<file path="src/lsr_pkg.sv">
package lsr_pkg;

  localparam int DATA_W = 31;
  localparam int PROD_W = 2 * DATA_W;
  localparam int DIV_STEPS = DATA_W;
  localparam int CNT_W = $clog2(DIV_STEPS + 1);
  localparam int APB_DATA_W = 32;
  localparam int APB_ADDR_W = 4;
  localparam int REG_IDX_W = 2;

  localparam logic [DATA_W-1:0] RESET_MULTIPLIER = DATA_W'(16807);
  localparam logic [DATA_W-1:0] RESET_MODULUS = DATA_W'(2147483647);
  localparam logic [DATA_W-1:0] RESET_QUOTIENT = DATA_W'(127773);
  localparam logic [DATA_W-1:0] RESET_REMAINDER = DATA_W'(2836);
  localparam logic [DATA_W-1:0] RESET_STATE = DATA_W'(1);
  // 2^31-1, scale factor and saturation value
  localparam logic [DATA_W-1:0] SCALE_K = DATA_W'(2147483647);

  localparam logic ACTION_DRAW = 1'b0;
  localparam logic ACTION_LOAD = 1'b1;

  typedef enum logic [REG_IDX_W-1:0] {
    REG_MULTIPLIER = 2'd0,
    REG_MODULUS    = 2'd1,
    REG_QUOTIENT   = 2'd2,
    REG_REMAINDER  = 2'd3
  } reg_idx_t;

  typedef struct packed {
    logic [DATA_W-1:0] multiplier;
    logic [DATA_W-1:0] modulus;
    logic [DATA_W-1:0] quotient;
    logic [DATA_W-1:0] remainder;
  } cfg_t;

  typedef struct packed {
    logic              start;
    logic [DATA_W-1:0] rem_init;
    logic [DATA_W-1:0] dividend;
    logic [DATA_W-1:0] divisor;
  } div_req_t;

  typedef struct packed {
    logic              done;
    logic [DATA_W-1:0] quotient;
    logic [DATA_W-1:0] remainder;
  } div_rsp_t;

  typedef enum logic [3:0] {
    ST_IDLE,
    ST_HL_START,
    ST_HL_WAIT,
    ST_MUL_LO,
    ST_MUL_HI,
    ST_COMBINE,
    ST_SCALE_MUL,
    ST_SC_START,
    ST_SC_WAIT,
    ST_BD_START,
    ST_BD_WAIT,
    ST_OUT
  } state_t;

endpackage

</file>
<file path="src/lsr_if.sv">
interface lsr_cmd_if;
  logic                      valid;
  logic                      ready;
  logic                      action;
  logic [lsr_pkg::DATA_W-1:0] seed;
  logic [lsr_pkg::DATA_W-1:0] bound_n;

  modport source(output valid, action, seed, bound_n, input ready);
  modport sink(input valid, action, seed, bound_n, output ready);
endinterface

interface lsr_result_if;
  logic                      valid;
  logic                      ready;
  logic [lsr_pkg::DATA_W-1:0] next_state;
  logic [lsr_pkg::DATA_W-1:0] bounded_value;

  modport source(output valid, next_state, bounded_value, input ready);
  modport sink(input valid, next_state, bounded_value, output ready);
endinterface

</file>
<file path="src/lsr_cfg.sv">
module lsr_cfg (
  input  logic                             clk,
  input  logic                             rst,
  input  logic                             psel,
  input  logic                             penable,
  input  logic                             pwrite,
  input  logic [lsr_pkg::APB_ADDR_W-1:0]   paddr,
  input  logic [lsr_pkg::APB_DATA_W-1:0]   pwdata,
  output logic [lsr_pkg::APB_DATA_W-1:0]   prdata,
  output logic                             pready,
  output lsr_pkg::cfg_t                    cfg
);

  lsr_pkg::reg_idx_t idx;
  logic              wr_en;
  logic [lsr_pkg::DATA_W-1:0] wr_val;
  logic [lsr_pkg::DATA_W-1:0] rd_val;

  assign idx    = lsr_pkg::reg_idx_t'(paddr[lsr_pkg::REG_IDX_W+1:2]);
  assign pready = 1'b1;
  assign wr_en  = psel && penable && pwrite && pready;
  assign wr_val = pwdata[lsr_pkg::DATA_W-1:0];

  always_ff @(posedge clk) begin
    if (rst) begin
      cfg.multiplier <= lsr_pkg::RESET_MULTIPLIER;
      cfg.modulus    <= lsr_pkg::RESET_MODULUS;
      cfg.quotient   <= lsr_pkg::RESET_QUOTIENT;
      cfg.remainder  <= lsr_pkg::RESET_REMAINDER;
    end else if (wr_en) begin
      unique case (idx)
        lsr_pkg::REG_MULTIPLIER: cfg.multiplier <= wr_val;
        lsr_pkg::REG_MODULUS:    cfg.modulus    <= wr_val;
        lsr_pkg::REG_QUOTIENT:   cfg.quotient   <= wr_val;
        lsr_pkg::REG_REMAINDER:  cfg.remainder  <= wr_val;
      endcase
    end
  end

  always_comb begin
    unique case (idx)
      lsr_pkg::REG_MULTIPLIER: rd_val = cfg.multiplier;
      lsr_pkg::REG_MODULUS:    rd_val = cfg.modulus;
      lsr_pkg::REG_QUOTIENT:   rd_val = cfg.quotient;
      lsr_pkg::REG_REMAINDER:  rd_val = cfg.remainder;
    endcase
  end

  assign prdata = lsr_pkg::APB_DATA_W'(rd_val);

endmodule

</file>
<file path="src/lsr_div.sv">
module lsr_div (
  input  logic              clk,
  input  logic              rst,
  input  lsr_pkg::div_req_t req,
  output lsr_pkg::div_rsp_t rsp
);

  // restoring divider, one quotient bit per cycle
  // dividend is {rem_init, dividend}; rem_init must be below divisor
  logic [lsr_pkg::DATA_W-1:0] rem;
  logic [lsr_pkg::DATA_W-1:0] quo;
  logic [lsr_pkg::DATA_W-1:0] dsr;
  logic [lsr_pkg::CNT_W-1:0]  count;
  logic                       busy;
  logic                       done;

  logic [lsr_pkg::DATA_W:0]   trial;
  logic [lsr_pkg::DATA_W:0]   diff;
  logic                       fits;

  assign trial = {rem, quo[lsr_pkg::DATA_W-1]};
  assign diff  = trial - {1'b0, dsr};
  assign fits  = trial >= {1'b0, dsr};

  always_ff @(posedge clk) begin
    if (rst) begin
      busy  <= 1'b0;
      done  <= 1'b0;
      count <= '0;
    end else begin
      done <= busy && (count == lsr_pkg::CNT_W'(1));
      if (req.start) begin
        busy  <= 1'b1;
        count <= lsr_pkg::CNT_W'(lsr_pkg::DIV_STEPS);
      end else if (busy) begin
        count <= count - lsr_pkg::CNT_W'(1);
        if (count == lsr_pkg::CNT_W'(1)) begin
          busy <= 1'b0;
        end
      end
    end
  end

  always_ff @(posedge clk) begin
    if (req.start) begin
      rem <= req.rem_init;
      quo <= req.dividend;
      dsr <= req.divisor;
    end else if (busy) begin
      rem <= fits ? diff[lsr_pkg::DATA_W-1:0] : trial[lsr_pkg::DATA_W-1:0];
      quo <= {quo[lsr_pkg::DATA_W-2:0], fits};
    end
  end

  assign rsp.done      = done;
  assign rsp.quotient  = quo;
  assign rsp.remainder = rem;

endmodule

</file>
<file path="src/lehmer_schrage_rng_unit.sv">
// Park-Miller generator stepped by Schrage's method. A load item (action 1) copies
// seed into the state and gives no result. A draw item (action 0) uses one 31-bit
// restoring divider, one quotient bit per cycle, three times in a row (state by q,
// the scaled product by m, the scaled value by bound_n), and one 31x31 multiplier is
// used three times between them; a zero q or bound_n and a saturated scale skip their
// division. A finished result waits in an output register, so the next item is taken
// while it is still unread. Registers multiplier, modulus, schrage_quotient and
// schrage_remainder sit at byte addresses 0, 4, 8 and 12 and should be written only
// while the block is idle.
module lehmer_schrage_rng_unit (
  input  logic                           clk,
  input  logic                           rst,
  lsr_cmd_if.sink                        cmd,
  lsr_result_if.source                   result,
  input  logic                           psel,
  input  logic                           penable,
  input  logic                           pwrite,
  input  logic [lsr_pkg::APB_ADDR_W-1:0] paddr,
  input  logic [lsr_pkg::APB_DATA_W-1:0] pwdata,
  output logic [lsr_pkg::APB_DATA_W-1:0] prdata,
  output logic                           pready
);

  lsr_pkg::cfg_t     cfg;
  lsr_pkg::div_req_t div_req;
  lsr_pkg::div_rsp_t div_rsp;
  lsr_pkg::state_t   state, state_next;

  logic [lsr_pkg::DATA_W-1:0] gen_state;
  logic [lsr_pkg::DATA_W-1:0] hi;
  logic [lsr_pkg::DATA_W-1:0] lo;
  logic [lsr_pkg::DATA_W-1:0] bound;
  logic [lsr_pkg::DATA_W-1:0] scaled;
  logic [lsr_pkg::DATA_W-1:0] bounded;
  logic [lsr_pkg::PROD_W-1:0] prod;
  logic [lsr_pkg::PROD_W-1:0] plus;

  logic [lsr_pkg::DATA_W-1:0] mul_a;
  logic [lsr_pkg::DATA_W-1:0] mul_b;
  logic [lsr_pkg::PROD_W-1:0] diff;
  logic                       plus_gt;
  logic [lsr_pkg::DATA_W-1:0] wrapped;
  logic [lsr_pkg::DATA_W-1:0] advanced;

  logic accept;
  logic q_zero;
  logic sat;
  logic bound_zero;
  logic out_free;

  logic                       out_valid;
  logic [lsr_pkg::DATA_W-1:0] out_state;
  logic [lsr_pkg::DATA_W-1:0] out_bounded;

  lsr_cfg u_cfg (
    .clk    (clk),
    .rst    (rst),
    .psel   (psel),
    .penable(penable),
    .pwrite (pwrite),
    .paddr  (paddr),
    .pwdata (pwdata),
    .prdata (prdata),
    .pready (pready),
    .cfg    (cfg)
  );

  lsr_div u_div (
    .clk(clk),
    .rst(rst),
    .req(div_req),
    .rsp(div_rsp)
  );

  assign accept     = cmd.valid && cmd.ready;
  assign q_zero     = (cfg.quotient == '0);
  // scaled value exceeds 2^31-1 exactly when the state is above m
  assign sat        = (cfg.modulus == '0) || (gen_state > cfg.modulus);
  assign bound_zero = (bound == '0);
  assign out_free   = !out_valid || result.ready;

  // a*lo - r*hi, or m minus the shortfall; only the low 31 bits are kept
  assign diff     = plus - prod;
  assign plus_gt  = plus > prod;
  assign wrapped  = cfg.modulus + diff[lsr_pkg::DATA_W-1:0];
  assign advanced = plus_gt ? diff[lsr_pkg::DATA_W-1:0] : wrapped;

  always_ff @(posedge clk) begin
    if (rst) begin
      state <= lsr_pkg::ST_IDLE;
    end else begin
      state <= state_next;
    end
  end

  always_comb begin
    state_next = state;
    unique case (state)
      lsr_pkg::ST_IDLE: begin
        if (accept && cmd.action == lsr_pkg::ACTION_DRAW) begin
          state_next = lsr_pkg::ST_HL_START;
        end
      end
      lsr_pkg::ST_HL_START:  state_next = q_zero ? lsr_pkg::ST_MUL_LO : lsr_pkg::ST_HL_WAIT;
      lsr_pkg::ST_HL_WAIT: begin
        if (div_rsp.done) begin
          state_next = lsr_pkg::ST_MUL_LO;
        end
      end
      lsr_pkg::ST_MUL_LO:    state_next = lsr_pkg::ST_MUL_HI;
      lsr_pkg::ST_MUL_HI:    state_next = lsr_pkg::ST_COMBINE;
      lsr_pkg::ST_COMBINE:   state_next = lsr_pkg::ST_SCALE_MUL;
      lsr_pkg::ST_SCALE_MUL: state_next = lsr_pkg::ST_SC_START;
      lsr_pkg::ST_SC_START:  state_next = sat ? lsr_pkg::ST_BD_START : lsr_pkg::ST_SC_WAIT;
      lsr_pkg::ST_SC_WAIT: begin
        if (div_rsp.done) begin
          state_next = lsr_pkg::ST_BD_START;
        end
      end
      lsr_pkg::ST_BD_START:  state_next = bound_zero ? lsr_pkg::ST_OUT : lsr_pkg::ST_BD_WAIT;
      lsr_pkg::ST_BD_WAIT: begin
        if (div_rsp.done) begin
          state_next = lsr_pkg::ST_OUT;
        end
      end
      lsr_pkg::ST_OUT: begin
        if (out_free) begin
          state_next = lsr_pkg::ST_IDLE;
        end
      end
      default: state_next = lsr_pkg::ST_IDLE;
    endcase
  end

  always_comb begin
    cmd.ready        = (state == lsr_pkg::ST_IDLE);
    div_req.start    = 1'b0;
    div_req.rem_init = '0;
    div_req.dividend = gen_state;
    div_req.divisor  = cfg.quotient;
    mul_a            = gen_state;
    mul_b            = lsr_pkg::SCALE_K;
    unique case (state)
      lsr_pkg::ST_HL_START: begin
        div_req.start = !q_zero;
      end
      lsr_pkg::ST_SC_START: begin
        div_req.start    = !sat;
        div_req.rem_init = prod[lsr_pkg::PROD_W-1:lsr_pkg::DATA_W];
        div_req.dividend = prod[lsr_pkg::DATA_W-1:0];
        div_req.divisor  = cfg.modulus;
      end
      lsr_pkg::ST_BD_START: begin
        div_req.start    = !bound_zero;
        div_req.dividend = scaled;
        div_req.divisor  = bound;
      end
      lsr_pkg::ST_MUL_LO: begin
        mul_a = cfg.multiplier;
        mul_b = lo;
      end
      lsr_pkg::ST_MUL_HI: begin
        mul_a = cfg.remainder;
        mul_b = hi;
      end
      default: begin
      end
    endcase
  end

  always_ff @(posedge clk) begin
    if (rst) begin
      gen_state <= lsr_pkg::RESET_STATE;
    end else if (accept && cmd.action == lsr_pkg::ACTION_LOAD) begin
      gen_state <= cmd.seed;
    end else if (state == lsr_pkg::ST_COMBINE) begin
      gen_state <= advanced;
    end
  end

  always_ff @(posedge clk) begin
    prod <= lsr_pkg::PROD_W'(mul_a) * lsr_pkg::PROD_W'(mul_b);
    if (accept) begin
      bound <= cmd.bound_n;
    end
    unique case (state)
      lsr_pkg::ST_HL_START: begin
        hi <= '0;
        lo <= gen_state;
      end
      lsr_pkg::ST_HL_WAIT: begin
        hi <= div_rsp.quotient;
        lo <= div_rsp.remainder;
      end
      lsr_pkg::ST_MUL_HI:   plus <= prod;
      lsr_pkg::ST_SC_START: scaled <= lsr_pkg::SCALE_K;
      lsr_pkg::ST_SC_WAIT:  scaled <= div_rsp.quotient;
      lsr_pkg::ST_BD_START: bounded <= scaled;
      lsr_pkg::ST_BD_WAIT:  bounded <= div_rsp.remainder;
      default: begin
      end
    endcase
  end

  always_ff @(posedge clk) begin
    if (rst) begin
      out_valid <= 1'b0;
    end else if (state == lsr_pkg::ST_OUT && out_free) begin
      out_valid <= 1'b1;
    end else if (result.ready) begin
      out_valid <= 1'b0;
    end
  end

  always_ff @(posedge clk) begin
    if (state == lsr_pkg::ST_OUT && out_free) begin
      out_state   <= gen_state;
      out_bounded <= bounded;
    end
  end

  assign result.valid         = out_valid;
  assign result.next_state    = out_state;
  assign result.bounded_value = out_bounded;

endmodule

</file>
<file path="src/flat_wrapper.sv">
// flat-port wrapper written by rule: the top's interface ports become plain ports
module lehmer_schrage_rng_unit_flat 
  (clk, rst, psel, penable, pwrite, paddr, pwdata, prdata, pready, cmd_valid, cmd_action, cmd_seed, cmd_bound_n, cmd_ready, result_valid, result_next_state, result_bounded_value, result_ready);
  lsr_cmd_if cmd_i ();
  lsr_result_if result_i ();
  input  logic clk;
  input  logic rst;
  input  logic psel;
  input  logic penable;
  input  logic pwrite;
  input  logic [lsr_pkg::APB_ADDR_W-1:0] paddr;
  input  logic [lsr_pkg::APB_DATA_W-1:0] pwdata;
  output logic [lsr_pkg::APB_DATA_W-1:0] prdata;
  output logic pready;
  input wire logic [$bits(cmd_i.valid)-1:0] cmd_valid;
  input wire logic [$bits(cmd_i.action)-1:0] cmd_action;
  input wire logic [$bits(cmd_i.seed)-1:0] cmd_seed;
  input wire logic [$bits(cmd_i.bound_n)-1:0] cmd_bound_n;
  output wire logic [$bits(cmd_i.ready)-1:0] cmd_ready;
  output wire logic [$bits(result_i.valid)-1:0] result_valid;
  output wire logic [$bits(result_i.next_state)-1:0] result_next_state;
  output wire logic [$bits(result_i.bounded_value)-1:0] result_bounded_value;
  input wire logic [$bits(result_i.ready)-1:0] result_ready;
  assign cmd_i.valid = cmd_valid;
  assign cmd_i.action = cmd_action;
  assign cmd_i.seed = cmd_seed;
  assign cmd_i.bound_n = cmd_bound_n;
  assign cmd_ready = cmd_i.ready;
  assign result_valid = result_i.valid;
  assign result_next_state = result_i.next_state;
  assign result_bounded_value = result_i.bounded_value;
  assign result_i.ready = result_ready;
  lehmer_schrage_rng_unit u_core (.clk(clk), .rst(rst), .cmd(cmd_i), .result(result_i), .psel(psel), .penable(penable), .pwrite(pwrite), .paddr(paddr), .pwdata(pwdata), .prdata(prdata), .pready(pready));
endmodule
</file>
<file path="config.mk">
export PLATFORM = sky130hd
export DESIGN_NAME = lehmer_schrage_rng_unit_flat
export DESIGN_NICKNAME = d
export VERILOG_FILES = /design/src/lsr_pkg.sv /design/src/lsr_if.sv /design/src/lsr_cfg.sv /design/src/lsr_div.sv /design/src/lehmer_schrage_rng_unit.sv /design/src/flat_wrapper.sv
export SDC_FILE = /design/constraint.sdc
export NUM_CORES = 2
export LEC_CHECK = 0
export BUFFER_PORTS_ARGS = -buffer_cell sky130_fd_sc_hd__buf_2
export CORE_MARGIN = 1
export CORE_UTILIZATION = 55
export CTS_CLUSTER_DIAMETER = 50
export DETAILED_ROUTE_END_ITERATION = 6
export MAX_ROUTING_LAYER = met4
export PLACE_DENSITY = 0.75
export SLEW_MARGIN = 5
export SYNTH_ARGS = -nofsm -noshare
export SYNTH_HDL_FRONTEND = slang
export SYNTH_SLANG_ARGS = --single-unit
</file>
<file path="constraint.sdc">
create_clock -name clk -period 10.9 [get_ports clk]
set_input_delay 1.09 -clock clk [delete_from_list [all_inputs] [get_ports clk]]
set_output_delay 1.09 -clock clk [all_outputs]
set_load 0.02 [all_outputs]
</file>
==> metrics.yaml <==
grt:
  grt_pass1_vias: 48300
  grt_use_total: 0.377
  antenna_found_initial: 12
  grt_overflow: 0
  grt_pass1_wl_um: 300000
  grt_max_degree: 102
route:
  drtAntennaViolNets: 0
  route.detailed.drc: 0
  wl_um: 201000
  drtIter0Drc: 6078
  num_vias: 48900
  detail_route.wl_per_cell_um: 25.6
  drt_first_pass_iters: 7
  viasPerCell: 6.23
setup_path:
  r2r_slack_ns: 0.45
  crit_fanout: 63
  worstPathArrival_ns: 10.97
  crit_path_top_delay_cell: "and2_1"
  required_ns: 11.41
  path_class: "reg -> reg"
  cp_slowest_stage_delay_ns: 0.86
  end_kind: "flop"
  cp_common_cell: "fa_1"
  worst_setup_path_start_kind: "flop"
floorplan:
  start_util: 0.557
  io_pins: 203
  die_h_um: 332
  die_area_um2: 110000
  core_um2: 108000
  die_w_um: 332
  rows: 120
cells_and_area:
  final_util: 0.602
  fillers: 9059
  mostFrequentLayoutCell: "inv_1"
  drive_gt1_frac: 0.0935
  final_cell_mix: "inv_1, nand2_1, fa_1"
  syn_to_final_growth_pct: 8.02
  nets: 7744
clock_network:
  cts_sinks: 601
  clockBufferDepth: 3
  post_cts_resized: 0
  cts_htree_levels: 2
  numCtsBuffers: 57
  post_cts_buffers: 0
  hold_buffers: 0
  clk_latency_ns: 0.65
  cts_tree: "built"
  root_buffer: "clkbuf_16"
  clk_pin_slew_worst_paths_ns: 0.07
synth:
  synthFlopType: "edfxtp_1"
  synth_nets: 7645
  ys_seq_elements: 601
  seq_area_frac_synth: 0.263
  synth_warnings: 0
  synth_area_per_cell_um2: 9.52
  syn_area_um2: 59900
  synth_edf_count: 372
  ys_types: 91
  synthCells: 6288
  ys_async_sr_fraction: 0
timing:
  slew_violations: 0
  skew_ns: 0.0449
  setup_viol: 0
  period_share: 0.959
  hold_violations: 0
  finalSetupTns_ns: 0
  slew_headroom: 0.124
  fmax_ghz: 0.0957
  tightest_slew_ns: 1.31
  period_minus_slack_ns: 10.45
  holdWs_ns: 0.407
  rsz0062_at_grt: "no"
place:
  portBuffers: 197
  globalplace.congestion: 1.07
  hpwl_um: 158000
hold_path:
  hold_path.class: "reg -> reg"
job:
  max-cap-violations: 0
outcome:
  status: "finished clean"
## stage by stage
stage / instances / cell area [um^2] / setup WS (ns)
5_1_grt: 7847 / 64700 / 0.0736
3_3_place_gp: 7731 / 62800 / 0.742
6_report: 7851 / 64700 / 0.446
4_1_cts: 7839 / 64600 / 0.568
3_5_place_dp: 7731 / 62800 / 0.613
2_1_floorplan: 6288 / 59900 / 0.535
## flip-flops by register name, summed over array words and instances (netlist names), 31 cells and up
signal and cells:
u_core.u_div.rem 31, u_core.u_div.dsr 31, u_core.bounded 31, u_core.plus 62, u_core.gen_state 31, u_core.u_cfg.cfg 124, u_core.u_div.quo 31, u_core.lo 31
u_core.scaled 31, u_core.bound 31, u_core.prod 62, u_core.result.next_state 31, u_core.hi 31, u_core.result.bounded_value 31
## kinds of logic after synthesis
kind of cell               after synthesis  share of synthesized area
and+or+nand+nor                       2029                      0.144
adders and majority gates             1251                      0.367
buffers and inverters                 1252                     0.0793
other                                    2                   0.000125
AOI/OAI and AO/OA                      880                     0.0967
DFF                                    601                      0.263
muxes                                  136                     0.0305
xor gates and xnor gates               137                     0.0200
## cell type report
| type | instances | area [um^2] | share of cell area |
|---|---|---|---|
| multi-input combinational | 4435 | 39500 | 0.610 |
| sequential | 601 | 15800 | 0.244 |
| inverter | 922 | 3460 | 0.0535 |
| timing repair buffer | 370 | 2310 | 0.0357 |
| tap | 1403 | 1760 | 0.0271 |
| clock buffer | 84 | 1700 | 0.0263 |
| clock inverter | 24 | 194 | 0.00300 |
| antenna | 12 | 30.0 | 0.000464 |
## Yosys cell counts, drive strengths merged, types with 98 or more instances
cell type	n	area, um^2
nand2	919	3450
ha	411	5140
clkbuf	269	1010
inv	921	3460
fa	840	16800
edfxtp	372	11200
a22oi	102	766
dfxtp	229	4580
and2	98	613
nor2	683	2570
a21oi	249	1250
a21o	98	737
o21ai	133	669
## final timing paths
path,start,to,cells past startpoint
worst max-delay path,u_core.state[1]$_SDFFE_PP0P_,u_core.prod[47]$_DFF_P_,31
worst min register to register,u_core.bounded[2]$_DFFE_PP_,u_core.result.bounded_value[2]$_DFFE_PP_,0
worst min-delay path,u_core.bounded[2]$_DFFE_PP_,u_core.result.bounded_value[2]$_DFFE_PP_,0
worst max register to register,u_core.state[1]$_SDFFE_PP0P_,u_core.prod[47]$_DFF_P_,31
## critical path, delay by kind of cell (launching register included)
kind / cells / cell delay, ns
buffers and inverters: 7 / 1.20
flip-flops: 1 / 0.62
adder cells (fa/ha/maj): 9 / 4.33
AND/OR/NAND/NOR: 10 / 2.80
multiplexers: 1 / 0.19
AO/OA/AOI/OAI: 4 / 1.13
## routing by layer
metal  track usage  share of wire  routed length (um)
met1         0.483           0.36               72800
met4         0.205          0.066               13300
met2         0.532           0.42               85500
met5             -              0                   0
met3         0.116           0.15               29600
Power is left out: the tool's default activity adds up to more than one toggle a clock period on the data nets, which glitch-free logic cannot reach.
